==> config.mk <==
export PLATFORM = sky130hd
export DESIGN_NAME = fptg_ctrl
export DESIGN_NICKNAME = d
export VERILOG_FILES = /design/src/rtl/fptg_pkg.sv /design/src/rtl/fptg_ctrl.sv
export SDC_FILE = /design/constraint.sdc
export NUM_CORES = 1
export LEC_CHECK = 0
export ABC_AREA = 1
export BUFFER_PORTS_ARGS = -buffer_cell sky130_fd_sc_hd__buf_2
export CORE_MARGIN = 3
export CORE_UTILIZATION = 55
export DETAILED_ROUTE_END_ITERATION = 12
export PLACE_DENSITY = 0.88
export SLEW_MARGIN = 30
export SYNTH_ARGS = -nofsm -noshare
export SYNTH_HDL_FRONTEND = slang
export SYNTH_SLANG_ARGS = --single-unit
==> constraint.sdc <==
create_clock -name clk -period 1.8 [get_ports clk]
set_input_delay 0.36 -clock clk [delete_from_list [all_inputs] [get_ports clk]]
set_output_delay 0.36 -clock clk [all_outputs]
set_load 0.005 [all_outputs]
==> src/rtl/fptg_pkg.sv <==
package fptg_pkg;

    localparam int MAX_IN_BITS    = 4;
    localparam int MAX_OUT_BITS   = 4;
    localparam int HISTORY_DEPTH  = 3;
    localparam int PROB_FRAC_BITS = 16;

    localparam int ADDR_W     = MAX_IN_BITS + MAX_OUT_BITS;
    localparam int TABLE_SIZE = 1 << ADDR_W;
    localparam int PROB_W     = PROB_FRAC_BITS + 1;
    localparam int SUM_W      = PROB_W + MAX_OUT_BITS + 1;
    localparam int HIST_CNT_W = $clog2(HISTORY_DEPTH + 1);
    localparam int DIV_CNT_W  = $clog2(PROB_W);
    localparam int CFG_IDX_W  = 3;
    localparam int CFG_DATA_W = 24;
    localparam int RAND_W     = 16;

    localparam logic [PROB_W-1:0] PROB_ONE   = PROB_W'(1 << PROB_FRAC_BITS);
    localparam logic [PROB_W-1:0] PROB_FLOOR =
        PROB_W'(((1 << PROB_FRAC_BITS) + 500) / 1000);

    typedef enum logic [CFG_IDX_W-1:0] {
        CFG_IN_COUNT  = 3'd0,
        CFG_OUT_COUNT = 3'd1,
        CFG_POS_DEPTH = 3'd2,
        CFG_NEG_DEPTH = 3'd3,
        CFG_FB_ENABLE = 3'd4,
        CFG_POS_LEVEL = 3'd5,
        CFG_NEG_LEVEL = 3'd6
    } cfg_idx_t;

    typedef enum logic [1:0] {
        REQ_LOAD    = 2'd0,
        REQ_RESTORE = 2'd1,
        REQ_STEP    = 2'd2
    } req_type_t;

    typedef enum logic [4:0] {
        S_IDLE,
        S_DISPATCH,
        S_LOAD,
        S_COPY,
        S_COPY_END,
        S_PH_START,
        S_FB_RD,
        S_FB_WR,
        S_SUM_RD,
        S_SUM_ACC,
        S_NORM_CHK,
        S_NORM_RD,
        S_DIV_GO,
        S_DIV_WAIT,
        S_NEXT_PAIR,
        S_SAMP_RD,
        S_SAMP_CHK,
        S_FINISH
    } state_t;

    typedef enum logic [4:0] {
        CMD_NONE,
        CMD_LATCH,
        CMD_LOAD_WR,
        CMD_COPY_RD,
        CMD_HIST_CLR,
        CMD_FB_RD,
        CMD_FB_WR,
        CMD_SUM_RD,
        CMD_SUM_ACC,
        CMD_NORM_RD,
        CMD_DIV_START,
        CMD_NORM_WR,
        CMD_SAMP_RD,
        CMD_SAMP_SUB,
        CMD_SAMP_END,
        CMD_OUT
    } cmd_op_t;

    typedef struct packed {
        cmd_op_t                op;
        logic [ADDR_W-1:0]      cnt;
        logic [HIST_CNT_W-1:0]  pidx;
        logic                   neg;
    } ctrl_cmd_t;

    typedef struct packed {
        req_type_t              req;
        logic                   pos_go;
        logic                   neg_go;
        logic [HIST_CNT_W-1:0]  fb_count;
        logic                   last_col;
        logic                   sum_zero;
        logic                   div_done;
        logic                   samp_step;
    } dp_status_t;

endpackage

==> src/rtl/fptg_ctrl.sv <==
module fptg_ctrl (
    input  logic                 clk,
    input  logic                 rst_n,
    input  logic                 in_valid,
    output logic                 in_ready,
    output logic                 out_valid,
    input  logic                 out_ready,
    input  fptg_pkg::dp_status_t st,
    output fptg_pkg::ctrl_cmd_t  cmd
);

    localparam int AW = fptg_pkg::ADDR_W;
    localparam int HW = fptg_pkg::HIST_CNT_W;

    fptg_pkg::state_t state_reg, state_next;
    logic [AW-1:0]    cnt_reg, cnt_next;
    logic [HW-1:0]    pidx_reg, pidx_next;
    logic             phase_reg, phase_next;
    logic             out_valid_reg, out_valid_next;
    logic             go;

    always_ff @(posedge clk or negedge rst_n)
    begin
        if (!rst_n)
        begin
            state_reg     <= fptg_pkg::S_IDLE;
            cnt_reg       <= '0;
            pidx_reg      <= '0;
            phase_reg     <= 1'b0;
            out_valid_reg <= 1'b0;
        end
        else
        begin
            state_reg     <= state_next;
            cnt_reg       <= cnt_next;
            pidx_reg      <= pidx_next;
            phase_reg     <= phase_next;
            out_valid_reg <= out_valid_next;
        end
    end

    always_comb
    begin
        state_next     = state_reg;
        cnt_next       = cnt_reg;
        pidx_next      = pidx_reg;
        phase_next     = phase_reg;
        out_valid_next = out_valid_reg && !out_ready;
        in_ready       = 1'b0;
        cmd.op         = fptg_pkg::CMD_NONE;
        cmd.cnt        = cnt_reg;
        cmd.pidx       = pidx_reg;
        cmd.neg        = phase_reg;
        go             = phase_reg ? st.neg_go : st.pos_go;
        case (state_reg)
            fptg_pkg::S_IDLE:
            begin
                in_ready = 1'b1;
                if (in_valid)
                begin
                    cmd.op     = fptg_pkg::CMD_LATCH;
                    state_next = fptg_pkg::S_DISPATCH;
                end
            end
            fptg_pkg::S_DISPATCH:
            begin
                cnt_next   = '0;
                pidx_next  = '0;
                phase_next = 1'b0;
                case (st.req)
                    fptg_pkg::REQ_LOAD:    state_next = fptg_pkg::S_LOAD;
                    fptg_pkg::REQ_RESTORE: state_next = fptg_pkg::S_COPY;
                    fptg_pkg::REQ_STEP:    state_next = fptg_pkg::S_PH_START;
                    default:               state_next = fptg_pkg::S_FINISH;
                endcase
            end
            fptg_pkg::S_LOAD:
            begin
                cmd.op     = fptg_pkg::CMD_LOAD_WR;
                state_next = fptg_pkg::S_FINISH;
            end
            fptg_pkg::S_COPY:
            begin
                cmd.op   = fptg_pkg::CMD_COPY_RD;
                cnt_next = cnt_reg + 1'b1;
                if (cnt_reg == AW'(fptg_pkg::TABLE_SIZE - 1))
                begin
                    state_next = fptg_pkg::S_COPY_END;
                end
            end
            fptg_pkg::S_COPY_END:
            begin
                cmd.op     = fptg_pkg::CMD_HIST_CLR;
                state_next = fptg_pkg::S_FINISH;
            end
            fptg_pkg::S_PH_START:
            begin
                if (go && (pidx_reg < st.fb_count))
                begin
                    state_next = fptg_pkg::S_FB_RD;
                end
                else if (!phase_reg)
                begin
                    phase_next = 1'b1;
                    pidx_next  = '0;
                end
                else
                begin
                    cnt_next   = '0;
                    state_next = fptg_pkg::S_SAMP_RD;
                end
            end
            fptg_pkg::S_FB_RD:
            begin
                cmd.op     = fptg_pkg::CMD_FB_RD;
                state_next = fptg_pkg::S_FB_WR;
            end
            fptg_pkg::S_FB_WR:
            begin
                cmd.op     = fptg_pkg::CMD_FB_WR;
                cnt_next   = '0;
                state_next = fptg_pkg::S_SUM_RD;
            end
            fptg_pkg::S_SUM_RD:
            begin
                cmd.op     = fptg_pkg::CMD_SUM_RD;
                state_next = fptg_pkg::S_SUM_ACC;
            end
            fptg_pkg::S_SUM_ACC:
            begin
                cmd.op = fptg_pkg::CMD_SUM_ACC;
                if (st.last_col)
                begin
                    cnt_next   = '0;
                    state_next = fptg_pkg::S_NORM_CHK;
                end
                else
                begin
                    cnt_next   = cnt_reg + 1'b1;
                    state_next = fptg_pkg::S_SUM_RD;
                end
            end
            fptg_pkg::S_NORM_CHK:
            begin
                state_next = st.sum_zero ? fptg_pkg::S_NEXT_PAIR : fptg_pkg::S_NORM_RD;
            end
            fptg_pkg::S_NORM_RD:
            begin
                cmd.op     = fptg_pkg::CMD_NORM_RD;
                state_next = fptg_pkg::S_DIV_GO;
            end
            fptg_pkg::S_DIV_GO:
            begin
                cmd.op     = fptg_pkg::CMD_DIV_START;
                state_next = fptg_pkg::S_DIV_WAIT;
            end
            fptg_pkg::S_DIV_WAIT:
            begin
                if (st.div_done)
                begin
                    cmd.op = fptg_pkg::CMD_NORM_WR;
                    if (st.last_col)
                    begin
                        state_next = fptg_pkg::S_NEXT_PAIR;
                    end
                    else
                    begin
                        cnt_next   = cnt_reg + 1'b1;
                        state_next = fptg_pkg::S_NORM_RD;
                    end
                end
            end
            fptg_pkg::S_NEXT_PAIR:
            begin
                pidx_next  = pidx_reg + 1'b1;
                state_next = fptg_pkg::S_PH_START;
            end
            fptg_pkg::S_SAMP_RD:
            begin
                cmd.op     = fptg_pkg::CMD_SAMP_RD;
                state_next = fptg_pkg::S_SAMP_CHK;
            end
            fptg_pkg::S_SAMP_CHK:
            begin
                if (st.samp_step)
                begin
                    cmd.op     = fptg_pkg::CMD_SAMP_SUB;
                    cnt_next   = cnt_reg + 1'b1;
                    state_next = fptg_pkg::S_SAMP_RD;
                end
                else
                begin
                    cmd.op     = fptg_pkg::CMD_SAMP_END;
                    state_next = fptg_pkg::S_FINISH;
                end
            end
            fptg_pkg::S_FINISH:
            begin
                if (!out_valid_reg || out_ready)
                begin
                    cmd.op         = fptg_pkg::CMD_OUT;
                    out_valid_next = 1'b1;
                    state_next     = fptg_pkg::S_IDLE;
                end
            end
            default:
            begin
                state_next = fptg_pkg::S_IDLE;
            end
        endcase
    end

    assign out_valid = out_valid_reg;

    a_accept_dispatch: assert property (@(posedge clk) disable iff (!rst_n)
        (in_valid && in_ready) |=> (state_reg == fptg_pkg::S_DISPATCH))
        else $error("accepted transfer did not reach dispatch");

    a_pair_in_history: assert property (@(posedge clk) disable iff (!rst_n)
        (state_reg == fptg_pkg::S_FB_RD) |-> (pidx_reg < st.fb_count))
        else $error("feedback pair index beyond history");

    a_out_slot_free: assert property (@(posedge clk) disable iff (!rst_n)
        (cmd.op == fptg_pkg::CMD_OUT) |-> (!out_valid_reg || out_ready))
        else $error("result overwritten before transfer");

    a_div_leaves_wait: assert property (@(posedge clk) disable iff (!rst_n)
        (state_reg == fptg_pkg::S_DIV_WAIT && st.div_done)
            |=> (state_reg != fptg_pkg::S_DIV_WAIT))
        else $error("divider result not consumed");

endmodule

==> run summary, run 1 <==
Path type of the worst min-delay path -> input port to flop
Unrepaired setup endpoints after global routing -> true
Count of buffer and inverter cells on the critical path -> 2
Share of async-settable or async-resettable flops after synthesis -> 1.00
Synth warnings -> 0
Worst path top cell family by delay -> flip-flops
Cells after DPL -> 316
Final Max Tran Viols -> 0
Residual overflow from global routing -> 0
Max-Cap Viols -> 0
Initial antenna violation count -> 0
Max stage delay on crit path -> 0.48 ns
Total inserted antenna cells -> 0
Most repeated cell in the gate-level netlist after synthesis -> sky130_fd_sc_hd__nand2_1
I/O Pins -> 32
Clk sink count -> 17
Crit path time final -> 1.96 ns
Largest net degree at the start of global routing -> 18
Number of clock buffers inserted by TritonCTS -> 3
Critical-path maximum fanout -> 5
Mean instance size in the synthesized netlist -> 6.02 um^2
Later-pin clock latency in the skew report -> 0.30 ns
Startpoint of the most critical setup path -> state_reg[3]$_DFFE_PN0P_
Detailed-route vias per instance -> 6.08
Endpoints failing hold -> 0
Cell types occupying the most area after synthesis -> sky130_fd_sc_hd__dfrtp_1 27%, sky130_fd_sc_hd__nand2_1 18%, sky130_fd_sc_hd__inv_1 8.2%
Post-route setup slack -> -0.164 ns
Pwr dens -> 1440 nW/um^2
HPWL after DPL -> 3.24 mm
Iteration count of the initial detailed-routing pass -> 7
Post-detailed-route count of antenna-violating nets -> 0
Source of the worst register-to-register timing path -> state_reg[0]$_DFFE_PN0P_
CTS root buffer -> sky130_fd_sc_hd__clkbuf_4
Clock tree from TritonCTS -> yes
Chain of cells forming the critical path -> nor2_4 -> buf_6 -> nand3_2 -> o21ai_2 -> a21oi_2 -> o211ai_1 -> buf_2
Syn Inst Count -> 258
Effective utilization at floorplan -> 0.600
Proportion of netlist area held by the largest area contributor -> 0.274
#FFs+latches synth -> 17
Critical Path Start Type -> flop
Status -> complete, but fails checks
Slowest cell on crit path -> sky130_fd_sc_hd__dfrtp_2
Setup TNS -> -0.537 ns
Floorplan row count -> 18
Post-layout net count -> 331
Cell type with the largest total area after synthesis -> sky130_fd_sc_hd__dfrtp_1
Layout Cells excl Fill -> 344
Netlist cell types -> 30
Area overhead of the layout relative to synthesis -> 32.4%
Final-report setup violation count -> 4
Initial detailed-routing violation count -> 286
Required @ worst endpoint -> 1.44 ns
Syn Nets -> 274
Critical path type -> flop to primary output
Post-detailed-route wirelength per cell -> 15.8 um
Crit path arrival time -> 1.60 ns
Top achievable clock speed -> 509 MHz
Cell area after synthesis -> 1550 um^2
Placeable Area -> 2590 um^2
Clock-pin slew on the worst setup and hold paths -> 0.10 ns
Vias in the first global route -> 1,783
Via count -> 2,090
Final clock period utilization by the worst path -> 1.09
Residual DRC count -> 0
Share of post-route cells with drive strength above 1 -> 0.331
Setup WS pre-CTS -> 0.104 ns
Count of buffers inserted at the top-level ports -> 30
Main flop type after synthesis -> sky130_fd_sc_hd__dfrtp_1
Peak supply drop -> 0.00126 V
Total length of routed wires -> 5.42 mm
Startpoint of the worst hold path -> out_ready
Violated checks -> negative setup slack
Post-synth top cells -> 76 x sky130_fd_sc_hd__nand2_1, 34 x sky130_fd_sc_hd__inv_1, 34 x sky130_fd_sc_hd__nor2_1, 22 x sky130_fd_sc_hd__nand3_1, 19 x sky130_fd_sc_hd__o21ai_0
Part of the Yosys area used for sequential elements -> 0.274
Number of flops mapped to enable cells by yosys -> 0
Wire length of the first global-routing pass -> 8.25 mm
Leakage component of the power -> 1.19 nW
Die Span Y -> 59.2 um
Max reg flops -> 8
Routability-driven placement congestion ratio -> 1.04
Combined global-route utilization of all metal layers -> 0.315
Horiz. Die Dim -> 59.2 um
Clock Skews -> 0.00330 ns
Max Buffers Root-to-Sink -> 2
Critical Path Sink Type -> primary output
Number of levels the H-tree was split into -> 1
Die Outline Area -> 3500 um^2
## cell usage in the layout (no fill, tap or decap), drive strengths merged
master,synthesis,routed
o2111ai,2,2
nor3,1,1
conb,1,1
or2,2,2
o211ai,1,1
buf,6,56
nand2,79,79
a31oi,1,1
nand4,17,17
dfrtp,17,17
dlygate4sd3,0,1
clkbuf,1,4
ha,2,2
a21oi,3,3
inv,36,36
clkinv,1,1
o21ai,21,21
o21a,1,1
nand3,25,25
nor2,38,40
xnor2,2,2
o21bai,1,1
## metrics by stage
| stage | cell area (um^2) | hold slack [ns] | power (mW) | util |
|---|---|---|---|---|
| 2_1_floorplan | 1550 | 0.0644 | 1.70 | - |
| 3_3_place_gp | 1730 | 0.311 | 2.13 | 0.669 |
| 3_5_place_dp | 1730 | 0.311 | 2.14 | 0.669 |
| 4_1_cts | 2000 | 0.359 | 2.71 | 0.774 |
| 5_1_grt | 2060 | 0.351 | 3.18 | 0.794 |
| 6_report | 2060 | 0.369 | 2.96 | 0.794 |
## cell families (layout without fill, tap and decap cells)
| group | count (synthesis) | count (layout) | synth area share |
|---|---|---|---|
| xor+xnor | 2 | 2 | 0.0113 |
| other cells | 1 | 1 | 0.00241 |
| compound gates | 30 | 30 | 0.110 |
| flops | 17 | 17 | 0.274 |
| fa+ha+maj | 2 | 2 | 0.0161 |
| simple gates | 162 | 164 | 0.467 |
| buf+inv | 44 | 98 | 0.120 |
## per-layer routing
layer	routed length (um)	global-route usage
met3	666	0.0654
met5	0	0
met2	2390	0.483
met4	272	0.194
met1	2090	0.405
## worst paths after layout
path	end	slack [ns]	cells after the start
max	cmd[13]	-0.16	7
min	out_valid$_DFF_PN0_	0.37	4
max reg2reg	cnt_reg[2]$_DFFE_PN0P_	0.05	8
min reg2reg	pidx_reg[0]$_DFFE_PN0P_	0.58	1
max in group asynchronous	state_reg[2]$_DFFE_PN0P_	0.96	2
min in group asynchronous	cnt_reg[0]$_DFFE_PN0P_	0.52	2
## timing repair
action,CTS,global route
buffers inserted,18,3
hold buffers,1,0
gates cloned,1,1
hold endpoints to repair,17,0
pin swaps,7,3
setup endpoints to repair,4,15
resized for setup,34,9
## where the power goes
part           switching [mW]  total [mW]  internal (mW)
Clock                   0.126       0.212         0.0864
Combinational            1.23        2.04          0.809
Sequential              0.203       0.714          0.511
## worst register-to-register path, cell delays in order (launching register included)
cell and delay (ns):
sky130_fd_sc_hd__dfrtp_2 0.50, sky130_fd_sc_hd__buf_4 0.17, sky130_fd_sc_hd__nand2_2 0.10, sky130_fd_sc_hd__nor2_4 0.07, sky130_fd_sc_hd__nand3_1 0.20, sky130_fd_sc_hd__nand3_2 0.25, sky130_fd_sc_hd__nor2_2 0.27, sky130_fd_sc_hd__nand2_1 0.08
sky130_fd_sc_hd__nand2_1 0.07
## cell type report
cell class	instances	area, um^2
Multi-Input combinational cell	199	1060
Inverter	37	143
Tap cell	30	37.5
Timing Repair Buffer	57	363
Clock buffer	4	26.3
Fill cell	175	533
Sequential cell	17	432
(Power assumes the default switching activity.)
==> run 2, diff against run 1 <==
--- a/config.mk
+++ b/config.mk
@@ -7,6 +7,7 @@
 export LEC_CHECK = 0
 export ABC_AREA = 1
 export BUFFER_PORTS_ARGS = -buffer_cell sky130_fd_sc_hd__buf_2
+export CORE_ASPECT_RATIO = 0.5
 export CORE_MARGIN = 3
 export CORE_UTILIZATION = 55
 export DETAILED_ROUTE_END_ITERATION = 12
==> constraint.sdc (replaced) <==
create_clock -name clk -period 2.2 [get_ports clk]
set_input_delay 0.44 -clock clk [delete_from_list [all_inputs] [get_ports clk]]
set_output_delay 0.44 -clock clk [all_outputs]
set_load 0.005 [all_outputs]
==> run summary, run 2 (synthesis results as in run 1) <==
Routability-driven placement congestion ratio -> 0.993 (-4.4%)
Residual DRC count -> 0 (unchanged)
RR Endpoint -> state_reg[0]$_DFFE_PN0P_
Clock Skews -> 0.00445 ns (+0.00116 ns)
Detailed-route vias per instance -> 5.82 (-4.2%)
Worst path top cell family by delay -> simple AND/OR/NAND/NOR gates
Unrepaired setup endpoints after global routing -> false
Horiz. Die Dim -> 81.2 um (+37%)
Fillers -> 214 (+22%)
Max reg flops -> 8 (unchanged)
Chain of cells forming the critical path -> nand2_1 -> nor2_1 -> nand2_1 -> nand3_1 -> nor2_1 -> o2111ai_1 -> buf_2
Die Span Y -> 43.6 um (-26%)
Logic depth of the worst setup path including buffers -> 7 (unchanged)
Crit path arrival time -> 1.65 ns (+0.05 ns)
Area after DPL -> 1710 um^2 (-1.4%)
Largest net degree at the start of global routing -> 18 (unchanged)
Switch Pwr -> 1.13 mW (-27%)
Count of buffer and inverter cells on the critical path -> 1 (-1)
Number of levels the H-tree was split into -> 1 (unchanged)
Post-route cell area -> 1790 um^2 (-13%)
Critical Path Start Type -> flop
Post-detailed-route wirelength per cell -> 14.7 um (-6.6%)
Clk sink count -> 17 (unchanged)
Area overhead of the layout relative to synthesis -> 15.1%
Combined global-route utilization of all metal layers -> 0.274 (-0.0416)
Total inserted antenna cells -> 0 (unchanged)
Most common cell after layout, fill and taps aside -> sky130_fd_sc_hd__nand2_1
Source of the worst register-to-register timing path -> state_reg[3]$_DFFE_PN0P_
Placeable Area -> 2430 um^2 (-6.1%)
Total length of routed wires -> 4.74 mm (-13%)
Residual overflow from global routing -> 0 (unchanged)
Effective utilization at floorplan -> 0.639 (+0.0389)
Number of clock buffers inserted by TritonCTS -> 3 (unchanged)
I/O Pins -> 32 (unchanged)
Clock tree from TritonCTS -> yes
Leakage component of the power -> 1.05 nW (-11%)
Top achievable clock speed -> 478 MHz
Switching Share -> 0.536 (+0.0104)
Area taken by multi-input logic gates -> 962 um^2 (-8.9%)
CTS root buffer -> sky130_fd_sc_hd__clkbuf_8
Initial detailed-routing violation count -> 203 (-29%)
Sequential share of power -> 0.270 (+0.029)
Highest-count cells in the layout ignoring fill and taps -> 75 x sky130_fd_sc_hd__nand2_1, 34 x sky130_fd_sc_hd__inv_1, 33 x sky130_fd_sc_hd__nor2_1
Portion of total power attributed to combinational logic -> 0.611 (-0.077)
Path type of the worst min-delay path -> input port to async pin
Required @ worst endpoint -> 1.76 ns (+0.32 ns)
Post-layout net count -> 304 (-8.2%)
Crit path time final -> 2.09 ns
Critical Path Sink Type -> primary output
Clock-pin slew on the worst setup and hold paths -> 0.08 ns (-0.02 ns)
Via count -> 1,874 (-10%)
Setup TNS -> 0 ns (+0.537 ns)
Max-Cap Viols -> 0 (unchanged)
Floorplan row count -> 12 (-6)
Max stage delay on crit path -> 0.49 ns (about the same)
Critical-path maximum fanout -> 8 (+3)
Combined flip-flop and latch cell area -> 432 um^2 (unchanged)
Int Pwr -> 0.979 mW (-30%)
Post-detailed-route count of antenna-violating nets -> 0 (unchanged)
Iteration count of the initial detailed-routing pass -> 5 (-2)
Count of buffers inserted at the top-level ports -> 30 (unchanged)
Die Outline Area -> 3540 um^2 (+1.1%)
Final Max Tran Viols -> 0 (unchanged)
Peak supply drop -> 0.000669 V (-47%)
Max Buffers Root-to-Sink -> 2 (unchanged)
Initial antenna violation count -> 0 (unchanged)
Final-report setup violation count -> 0 (-4)
Vias in the first global route -> 1,571 (-12%)
Slowest cell on crit path -> sky130_fd_sc_hd__dfrtp_2
Worst R2R Path Depth -> 8 (unchanged)
Critical path type -> flop to primary output
HPWL after DPL -> 3.61 mm (+12%)
Pwr dens -> 1180 nW/um^2 (-18%)
Endpoints failing hold -> 0 (unchanged)
Share of post-route cells with drive strength above 1 -> 0.202 (-0.129)
Wire length of the first global-routing pass -> 7.31 mm (-11%)
Total Power -> 2.11 mW (-29%)
Portion of total power attributed to the clock network -> 0.119 (+0.047)
R2R setup slack -> 0.36 ns (+0.31 ns)
Later-pin clock latency in the skew report -> 0.26 ns (-0.04 ns)
Status -> finished, final reports clean
Final clock period utilization by the worst path -> 0.951
## run 2: cell count changes in the layout (fill, tap and decap cells not counted), sizes merged
cell / delta
buf: -24
nor2: -2
clkbuf: -1
clkinv: +1
dlygate4sd3: -1
## run 2: how the worst max path moves through the flow
stage / startpoint / to / slack (ns)
finish: state_reg[1]$_DFFE_PN0P_ / cmd[11] / 0.11
global route: state_reg[3]$_DFFE_PN0P_ / cmd[11] / 0.001
CTS: state_reg[0]$_DFFE_PN0P_ / cmd[13] / 0.10
detailed placement: state_reg[3]$_DFFE_PN0P_ / cmd[13] / 0.27
global placement: state_reg[2]$_DFFE_PN0P_ / cmd[13] / 0.31
floorplan: state_reg[2]$_DFFE_PN0P_ / cmd[13] / 0.61
## run 2: power by group through the flow
stage	registers, mW	logic, mW	clock network, mW
floorplan	0.508	0.881	0
global placement	0.542	1.19	0
detailed placement	0.549	1.21	0
CTS	0.545	1.22	0.250
global route	0.583	1.41	0.271
finish	0.571	1.29	0.250
## run 2: worst register-to-register path, cell delays in order (launching register included)
cell                      delay [ns]
sky130_fd_sc_hd__dfrtp_2        0.45
sky130_fd_sc_hd__buf_4          0.15
sky130_fd_sc_hd__nor2_1         0.15
sky130_fd_sc_hd__nand2_1        0.11
sky130_fd_sc_hd__nor2_1         0.25
sky130_fd_sc_hd__nand2_1        0.15
sky130_fd_sc_hd__nand2_1        0.09
sky130_fd_sc_hd__nor2_1         0.04
sky130_fd_sc_hd__o21ai_0        0.31
## run 2: stage by stage
step / std cells / setup WS [ns] / utilization / hold WS, ns
2_1_floorplan: 258 / 0.610 / - / 0.144
3_3_place_gp: 317 / 0.313 / 0.702 / 0.394
3_5_place_dp: 317 / 0.266 / 0.702 / 0.398
4_1_cts: 321 / 0.103 / 0.722 / 0.118
5_1_grt: 322 / 0.000999 / 0.735 / 0.134
6_report: 322 / 0.108 / 0.735 / 0.110
## run 2: what timing repair did
item	CTS	global route
setup buffers	0	1
gates resized for setup	1	9
hold buffers	0	0
pin swaps	0	0
endpoints found under the setup margin	2	4
## run 2: area by class of cell
cell class,count,area share
clock buffer,3,0.0231
clock inverter,1,0.00280
inverter,37,0.0777
multi-input combinational,197,0.538
sequential,17,0.241
tap,35,0.0245
timing repair buffer,32,0.0924
## run 2: routing by layer
metal	vias to the layer above	global-route usage	routed length (um)	part of all wire
met5	-	0	0	0
met4	0	0.0572	57	0.012
met3	13	0.0685	552	0.12
met2	135	0.431	2050	0.43
met1	827	0.383	2080	0.44
li1	899	-	-	-
